[src/rtl/brle_pkg.sv]
// package for the byte run-length encoder
// holds the result record type and fixed constants; no dependencies
`default_nettype none

package brle_pkg;

   localparam int unsigned BYTE_W      = 8;
   localparam logic [BYTE_W-1:0] MAX_COUNT = 8'd255;

   // result queue depth, two requests' worth of results
   localparam int unsigned QUEUE_DEPTH = 4;
   localparam int unsigned QPTR_W      = $clog2(QUEUE_DEPTH);
   localparam int unsigned QCNT_W      = $clog2(QUEUE_DEPTH + 1);

   typedef struct packed {
      logic [BYTE_W-1:0] code_byte;
      logic              is_literal;
      logic              end_of_stream;
   } result_type;

endpackage

`default_nettype wire

[src/rtl/byte_run_length_encoder.sv]
// top level of the byte run-length encoder
// depends on brle_pkg for the result record and constants
`default_nettype none

// Byte run-length encoder. Each request carries one byte and a last-byte
// flag. The first byte of every run goes out as a literal; further equal
// bytes are counted, and when the run ends the count goes out as a count
// result (2..255), or as a second literal when only one copy followed.
// The last byte flushes any pending count and marks the final result of
// that request with end_of_stream, then the encoder returns to idle.
// A request is decoded in the cycle it is accepted and yields zero, one or
// two results, which are written into a four-entry result queue; the
// response channel reads one result per cycle from the queue head while rsp_ready is high.
// req_ready is high while at least two queue slots are free, so a request
// can be taken every cycle as long as the results drain; a stream that
// makes two results per request fills the queue faster than the single
// response port drains it, so req_ready holds its requests back.
module byte_run_length_encoder
   import brle_pkg::*;
(
   input  wire logic              clock,
   input  wire logic              reset,
   input  wire logic              req_valid,
   output logic                   req_ready,
   input  wire logic [BYTE_W-1:0] req_data_byte,
   input  wire logic              req_last_byte,
   output logic                   rsp_valid,
   input  wire logic              rsp_ready,
   output logic [BYTE_W-1:0]      rsp_code_byte,
   output logic                   rsp_is_literal,
   output logic                   rsp_end_of_stream
);

   // run state
   logic              run_active_ff, run_active_in;
   logic [BYTE_W-1:0] run_value_ff, run_value_in;
   logic [BYTE_W-1:0] repeat_count_ff, repeat_count_in;

   // result queue
   result_type        queue_ff [QUEUE_DEPTH];
   logic [QPTR_W-1:0] wr_ptr_ff, wr_ptr_in;
   logic [QPTR_W-1:0] rd_ptr_ff, rd_ptr_in;
   logic [QCNT_W-1:0] fill_ff, fill_in;

   logic              req_fire;
   logic              rsp_fire;
   logic              same_run;
   logic [BYTE_W-1:0] count_inc;
   logic [1:0]        push_cnt;
   result_type        res0, res1;
   result_type        flush_res;
   logic              flush_valid;
   logic [QPTR_W-1:0] wr_ptr_next;

   // room for the worst case of two results
   assign req_ready = (fill_ff <= QCNT_W'(QUEUE_DEPTH - 2));
   assign req_fire  = req_valid & req_ready;
   assign rsp_valid = (fill_ff != '0);
   assign rsp_fire  = rsp_valid & rsp_ready;

   assign rsp_code_byte     = queue_ff[rd_ptr_ff].code_byte;
   assign rsp_is_literal    = queue_ff[rd_ptr_ff].is_literal;
   assign rsp_end_of_stream = queue_ff[rd_ptr_ff].end_of_stream;

   // byte extends the open run unless the count is saturated
   assign same_run  = run_active_ff && (req_data_byte == run_value_ff)
                      && (repeat_count_ff != MAX_COUNT);
   assign count_inc = repeat_count_ff + BYTE_W'(1);

   // decode one request into up to two results and the next run state
   always_comb begin
      res0            = '0;
      res1            = '0;
      push_cnt        = 2'd0;
      flush_res       = '0;
      flush_valid     = 1'b0;
      run_active_in   = run_active_ff;
      run_value_in    = run_value_ff;
      repeat_count_in = repeat_count_ff;

      if (same_run) begin
         repeat_count_in = count_inc;
         // last byte: flush the grown count, it is at least one
         if (req_last_byte) begin
            res0.is_literal    = (count_inc == BYTE_W'(1));
            res0.code_byte     = res0.is_literal ? run_value_ff : count_inc;
            res0.end_of_stream = 1'b1;
            push_cnt           = 2'd1;
         end
      end else begin
         // pending count of the run that closes here
         flush_valid          = run_active_ff && (repeat_count_ff != '0);
         flush_res.is_literal = (repeat_count_ff == BYTE_W'(1));
         flush_res.code_byte  = flush_res.is_literal ? run_value_ff : repeat_count_ff;
         if (flush_valid) begin
            res0               = flush_res;
            res1.code_byte     = req_data_byte;
            res1.is_literal    = 1'b1;
            res1.end_of_stream = req_last_byte;
            push_cnt           = 2'd2;
         end else begin
            res0.code_byte     = req_data_byte;
            res0.is_literal    = 1'b1;
            res0.end_of_stream = req_last_byte;
            push_cnt           = 2'd1;
         end
         run_active_in   = 1'b1;
         run_value_in    = req_data_byte;
         repeat_count_in = '0;
      end

      // end of stream returns to idle
      if (req_last_byte) begin
         run_active_in   = 1'b0;
         run_value_in    = '0;
         repeat_count_in = '0;
      end
   end

   assign wr_ptr_next = wr_ptr_ff + QPTR_W'(1);

   // queue pointers and fill level
   always_comb begin
      wr_ptr_in = wr_ptr_ff;
      rd_ptr_in = rd_ptr_ff;
      fill_in   = fill_ff;
      if (req_fire) begin
         wr_ptr_in = wr_ptr_ff + QPTR_W'(push_cnt);
         fill_in   = fill_in + QCNT_W'(push_cnt);
      end
      if (rsp_fire) begin
         rd_ptr_in = rd_ptr_ff + QPTR_W'(1);
         fill_in   = fill_in - QCNT_W'(1);
      end
   end

   always_ff @(posedge clock) begin
      if (reset) begin
         run_active_ff   <= 1'b0;
         run_value_ff    <= '0;
         repeat_count_ff <= '0;
         wr_ptr_ff       <= '0;
         rd_ptr_ff       <= '0;
         fill_ff         <= '0;
      end else begin
         if (req_fire) begin
            run_active_ff   <= run_active_in;
            run_value_ff    <= run_value_in;
            repeat_count_ff <= repeat_count_in;
         end
         wr_ptr_ff <= wr_ptr_in;
         rd_ptr_ff <= rd_ptr_in;
         fill_ff   <= fill_in;
      end
   end

   // queue payload, no reset needed
   always_ff @(posedge clock) begin
      if (req_fire) begin
         if (push_cnt != 2'd0) begin
            queue_ff[wr_ptr_ff] <= res0;
         end
         if (push_cnt == 2'd2) begin
            queue_ff[wr_ptr_next] <= res1;
         end
      end
   end

endmodule

`default_nettype wire

[config.mk]
export PLATFORM = sky130hd
export DESIGN_NAME = byte_run_length_encoder
export DESIGN_NICKNAME = d
export VERILOG_FILES = /design/src/rtl/brle_pkg.sv /design/src/rtl/byte_run_length_encoder.sv
export SDC_FILE = /design/constraint.sdc
export NUM_CORES = 1
export LEC_CHECK = 0
export ABC_CLOCK_PERIOD_IN_PS = 5400
export BUFFER_PORTS_ARGS = -buffer_cell sky130_fd_sc_hd__buf_2
export CORE_MARGIN = 1.5
export CORE_UTILIZATION = 39
export CTS_BUF_LIST = sky130_fd_sc_hd__clkbuf_2
export DETAILED_ROUTE_END_ITERATION = 6
export GPL_TIMING_DRIVEN = 0
export PLACE_DENSITY = 0.65
export SYNTH_ARGS = -nofsm -noshare
export SYNTH_HDL_FRONTEND = slang
export SYNTH_SLANG_ARGS = --single-unit
[constraint.sdc]
create_clock -name clock -period 5.4 [get_ports clock]
set_clock_uncertainty 0.2 [all_clocks]
set_input_delay 1.35 -clock clock [delete_from_list [all_inputs] [get_ports clock]]
set_output_delay 1.35 -clock clock [all_outputs]
set_load 0.05 [all_outputs]
Word-level counts from Yosys, hierarchy flattened. Memory sizes are Yosys's and may differ from the RTL's. A register that Yosys moved wholly into a read port is not among the register bits. Index checks and enable logic that the tools add are counted. W data, S select, Z words.

$add $sub $neg: 6. $lt $le $gt $ge: 1. Eq/ne operators: 6. Multiplexer cells: 26. Bitwise gates (word level): 2. Reduce and logical (&&, ||, !) cells: 7.

Operator list (number): $mux W10 (5); $mux W8 (6); $eq A8 B1 Y1 const B (2); $mux W1 (9); $add A8 B1 Y8 const B (1); $eq A8 B8 Y1 (1); $mux W2 (4); $ne A8 B8 Y1 const B (1); $reduce_bool A8 Y1 (1); $mux W3 (2); $add A2 B1 Y2 const B (2); $add A3 B2 Y3 (1); $le A3 B2 Y1 const B (1); $logic_and A1 B1 Y1 (3); $reduce_bool A3 Y1 (1); $sub A3 B1 Y3 const B (1); $add A2 B2 Y2 (1); $and A1 B1 Y1 (2); $eq A2 B2 Y1 const B (1); $ne A2 B2 Y1 const B (1); $reduce_and A2 Y1 (1); $reduce_bool A2 Y1 (1).

Register bits: 24. RAM bits: 40. Input bits: 13. Memories kept: 1.

Memories: queue_ff (words 4, width 10, read ports 1, clocked after memory_dff 1, wr ports 2, RTL line byte_run_length_encoder.sv:40) `result_type queue_ff [QUEUE_DEPTH];`.

Logic depth before layout (Yosys ltp).
Depth after elaboration: 8. Depth in mapped cells: 18.

Least setup slack after synthesis. OpenSTA, ideal clock, no wires.

Path type: input port to flip-flop. From: in req_data_byte[2]. To: reg fill_ff[1]. Setup time: 0.066 ns. Arrival: 4.054 ns. Required time: 5.134 ns. Path slack: 1.080 ns. Stages: 15. Path buffers: 2. Cell sequence: xnor2_1 nand3_2 or4_1 buf_4 and2_1 clkbuf_1 a21oi_1 ha_1 inv_1 fa_1 nor2_1 a21oi_1 ha_1 mux2i_1 nor2b_1.

Longest elaborated chain between the ends: 8.

Ends and longest elaborated chain: start: declaration (RTL line byte_run_length_encoder.sv:25) `input wire logic [BYTE_W-1:0] req_data_byte,`; $eq A8 B8 Y1 (*) (RTL line byte_run_length_encoder.sv:66) `assign same_run = run_active_ff && (req_data_byte == run_value_ff)`; $logic_and A1 B1 Y1 (*) (RTL line byte_run_length_encoder.sv:66); $logic_and A1 B1 Y1 (*) (RTL line byte_run_length_encoder.sv:67) `&& (repeat_count_ff != MAX_COUNT);`; $mux W2 (*) (RTL line byte_run_length_encoder.sv:81) `if (same_run) begin`; $add A3 B2 Y3 (*) (RTL line byte_run_length_encoder.sv:129) `fill_in = fill_in + QCNT_W'(push_cnt);`; $mux W3 (*) (RTL line byte_run_length_encoder.sv:127) `if (req_fire) begin`; $sub A3 B1 Y3 (RTL line byte_run_length_encoder.sv:133) `fill_in = fill_in - QCNT_W'(1);`; $mux W3 (*) (RTL line byte_run_length_encoder.sv:131) `if (rsp_fire) begin`; end signal: assignment (RTL line byte_run_length_encoder.sv:153) `fill_ff <= fill_in;`; end: declaration (RTL line byte_run_length_encoder.sv:43) `logic [QCNT_W-1:0] fill_ff, fill_in;`.

Mark *: on every way between the ends. The rest lies on a longest branch, timed or not. A chain may end at the register's enable or synchronous reset.

Final worst setup path.
From: in req_data_byte[1]. To: reg fill_ff[1].

Same word-level chain as after synthesis.

==> summary.txt <==
Clocking
  • Worst-path clk slew: 0.19 ns
  • Number of buffers added for setup after CTS: 0
  • Worst-Skew Late Latency: 0.51 ns
  • Clk buf depth: 2
  • # clock sinks: 66
  • Resized Gates After CTS: 0
  • Inserted Clock Buffers: 9
  • Clock Tree Root: sky130_fd_sc_hd__clkbuf_2
  • H-tree levels: 3
  • CTS tree: yes
  • Quantity of hold-fixing buffers added after cts: 0

GRT
  • Met1 Track Usage GR: between 20% and 30%
  • Highest-utilization routing layer at the global route stage: met2
  • Met2 Resource Use GR: 29.46%
  • Overall global routing resource usage: 17.26%
  • Maximum number of pins on one net before global-route repair: 14
  • Initial antenna violation count: 0
  • GRT overflow: 0
  • Grt met3 use: 2.882%
  • Wire length of the first global-routing pass: 14.70 mm
  • Via count of the first global-routing pass: 2871

Logic synthesis
  • Number of distinct library cells after synthesis: 52
  • Synthesized instance count: 367
  • Cell taking the most area after synthesis: sky130_fd_sc_hd__edfxtp_1
  • Share of synthesized cell area in and, or, nand and nor gates: 16.27%
  • Warning count from the yosys run: 0
  • Number of enable-type register cells in the synthesized netlist: 40
  • Cell Area, Synth: 4015 um^2
  • Portion of netlist area occupied by mux cells: around 17%
  • Share of the synthesized area in compound gates (AO/OA/AOI/OAI): 10.53%
  • Synth async-reset ratio: 0%
  • Top_reg_cell synth: sky130_fd_sc_hd__edfxtp_1
  • Adder and majority gate portion of the synthesized area: 2.368%
  • Post-synth top area share: 29.92%
  • Main area contributors after synthesis: sky130_fd_sc_hd__edfxtp_1 (30%), sky130_fd_sc_hd__dfxtp_1 (13%), sky130_fd_sc_hd__mux4_2 (5.6%)
  • Most common cell in the synthesized netlist: sky130_fd_sc_hd__edfxtp_1
  • Combinational family with the most area after synthesis: multiplexers
  • Post-Syn Nets: ~390
  • Xor/xnor share of the synthesized area: 5.609%
  • Avg Cell Area, Syn: 10.94 um^2
  • FF+latch count, synth: 66
  • Part of the Yosys area used for sequential elements: 42.88%
  • Synth top cells by count: sky130_fd_sc_hd__edfxtp_1 (40), sky130_fd_sc_hd__nor2_1 (34), sky130_fd_sc_hd__a21oi_1 (26), sky130_fd_sc_hd__dfxtp_1 (26), sky130_fd_sc_hd__nand2_1 (26)

Routing
  • Routed vias/inst: 5.433
  • Routed wire length per instance: 16.54 um
  • Detailed-routing iteration count for the pre-antenna-repair pass: 4
  • First DRT Iteration DRCs: 246
  • DRC viols: 0
  • Routed Antenna Nets: 0
  • Via total after detailed routing: 2950
  • Total wire length after detailed routing: 8.981 mm

Setup path
  • Family with the most delay on the worst path: simple AND/OR/NAND/NOR gates
  • Cell-by-cell listing of the critical path: buf_2 > xnor2_1 > nand4_1 > or4_1 > buf_4 > and2_1 > clkbuf_1 > a21oi_1 > ha_1 > inv_1 > fa_1 > nor2_1 > a21oi_1 > ha_1 > mux2i_1 > nor2b_1
  • Worst setup path category: in -> reg
  • Standard cell with the maximum stage delay on the critical path: sky130_fd_sc_hd__or4_1
  • Stages on the worst setup path: 16
  • Sort of element at the start of the critical path: input pin
  • Worst EP required: 5.65 ns
  • Largest incremental delay on the critical path: 0.52 ns
  • Crit path launch: req_data_byte[1]
  • Reg-to-reg slack, setup: 1.40 ns
  • Reg2reg start: repeat_count_ff[1]
  • Worst path arrival time: 4.67 ns
  • Buffers and inverters on the worst path: 4
  • Worst r2r path cells: 16
  • Capturing instance or port of the critical path: fill_ff[1]
  • Critical path peak fanout: 10
  • CP Capture Type: register
  • Critical R2R Capture: fill_ff[1]

Timing
  • Maximum frequency from static timing analysis: 226.2 MHz
  • Post-route minimum period: 4.422 ns
  • Normalized max-slew margin: about two fifths
  • Fraction of the cycle the final worst path needs: 81.88%
  • Unrepaired setup endpoints after global routing: false
  • Endpoints failing hold: 0
  • Slew Viols, Final: 0
  • Slew at the pin closest to its max-slew limit: 0.8790 ns
  • Final setup viols: 0
  • Post-Route Setup TNS: 0 ns

Pwr
  • Clk pwr share: 18.5%
  • Fraction of power spent switching nets: roughly two fifths
  • P_sw: 0.0006646 W
  • Share of total power in combinational logic: 41.7%
  • Power Density: 365.2 nW/um^2
  • Highest ir drop seen on vdd: 0.1484 mV
  • Internal portion of total power: 0.0009609 W
  • Leakage dissipation: 1.604 nW
  • Seq pwr share: 39.7%

Final layout
  • Fraction of layout cells with a size suffix above 1: 26.10%
  • Growth of design area from synthesis to finish: 10.84%
  • Combined area of the multi-input logic cells: ~2100 um^2
  • Count of filler cells inserted in the layout: between 800 and 900
  • Sequential standard cell area: 1722 um^2
  • Summed area of non-filler cells in the final layout: around 4500 um^2
  • Number of nets in the final layout: about 430
  • Antenna Diode Count: 0

Worst hold path
  • Hold Crit Class: reg -> reg
  • Hold depth: 2

Run status
  • Status: finished clean

Floorplan
  • Effective utilization at floorplan: 40.70%
  • Horiz. Die Dim: ~100 um
  • Full die area: approximately 11000 um^2
  • Row count: 36
  • Height of the die: 104.5 um
  • I/O pin cnt: 25
  • Floorplan Core Area: 9864 um^2

Placement
  • Total of buffers placed on input and output ports: 23
  • Area after DPL: 4332 um^2
  • Routability-driven placement congestion ratio: 0.9009
  • DPL Wire Length: roughly 6.5 mm

Flow run
  • Number of max-cap violations: 0
==> power by group through the flow <==
| stage | combinational [W] | sequential [W] | clock, W |
|---|---|---|---|
| 2_1_floorplan | 0.000533 | 0.000650 | 0 |
| 5_1_grt | 0.000731 | 0.000655 | 0.000326 |
| 3_3_place_gp | 0.000660 | 0.000658 | 0 |
| 4_1_cts | 0.000685 | 0.000646 | 0.000305 |
| 3_5_place_dp | 0.000683 | 0.000658 | 0 |
| 6_report | 0.000678 | 0.000646 | 0.000301 |
==> worst min path at each step <==
stage	startpoint	end	slack [ns]
after floorplan	run_value_ff[1]	run_value_ff[1]	0.27
after global placement	run_value_ff[2]	run_value_ff[2]	0.29
after detailed placement	run_value_ff[2]	run_value_ff[2]	0.30
after CTS	run_value_ff[7]	run_value_ff[7]	0.32
after global routing	rd_ptr_ff[1]	register	0.35
final	run_value_ff[4]	run_value_ff[4]	0.33
==> worst register-to-register path: cells and delay by family (launching register included) <==
kind	cells	cell delay, ns
AOI/OAI and AO/OA	2	0.19
adders and majority gates	4	1.28
buffers and inverters	3	0.54
DFF	1	0.51
muxes	1	0.11
and+or+nand+nor	6	1.11
==> logic make-up (layout without fill, tap and decap cells) <==
kind of cell,count (synthesis),in the layout
muxes,47,47
xor gates and xnor gates,24,24
buffers and inverters,44,87
adders and majority gates,7,7
DFF,66,66
AOI/OAI and AO/OA,65,65
and+or+nand+nor,114,114
==> placed cells by master (no fill, tap or decap), drive strengths merged, types with 5 or more instances in the layout <==
| cell | instances |
|---|---|
| buf | 45 |
| edfxtp | 40 |
| nor2 | 34 |
| mux2 | 33 |
| nand2 | 27 |
| a21oi | 26 |
| dfxtp | 26 |
| xnor2 | 23 |
| clkbuf | 23 |
| inv | 13 |
| o21ai | 13 |
| nand4 | 11 |
| mux4 | 10 |
| nand3 | 9 |
| a211o | 7 |
| nand2b | 7 |
| o311ai | 6 |
| ha | 6 |
| or3 | 5 |
==> stage by stage <==
step           setup WS [ns]  hold slack [ns]  std cells  util (%)  power (W)
2_1_floorplan          1.080           0.2690        367         -   0.001183
3_3_place_gp          0.5792           0.2900        523     43.56   0.001317
3_5_place_dp          0.5250           0.2989        527     43.91   0.001340
4_1_cts                1.058           0.3237        543     45.12   0.001635
5_1_grt               0.8216           0.3521        543     45.12   0.001711
6_report              0.9784           0.3268        543     45.12   0.001626
==> metal layers <==
layer	wire length [um]	vias up
li1	-	1424
met1	4034	1426
met2	4414	87
met3	387	13
met4	146	0
met5	0	-
==> state kept, by name (all words and copies together) (netlist names), named ones only <==
name and cells:
run_active_ff 1, wr_ptr_ff 2, rd_ptr_ff 2, repeat_count_ff 8
run_value_ff 8, queue_ff 40, fill_ff 3
==> area by class of cell <==
class                      instances  share of cell area (%)
inverter                          13                   1.096
tap                              133                   3.739
multi-input combinational        257                   46.47
clock inverter                     6                   1.546
buffer                            31                   4.076
timing repair buffer              27                   3.261
sequential                        66                   38.68
clock buffer                      10                   1.125
Note: power is estimated with default switching activity, not from simulation.
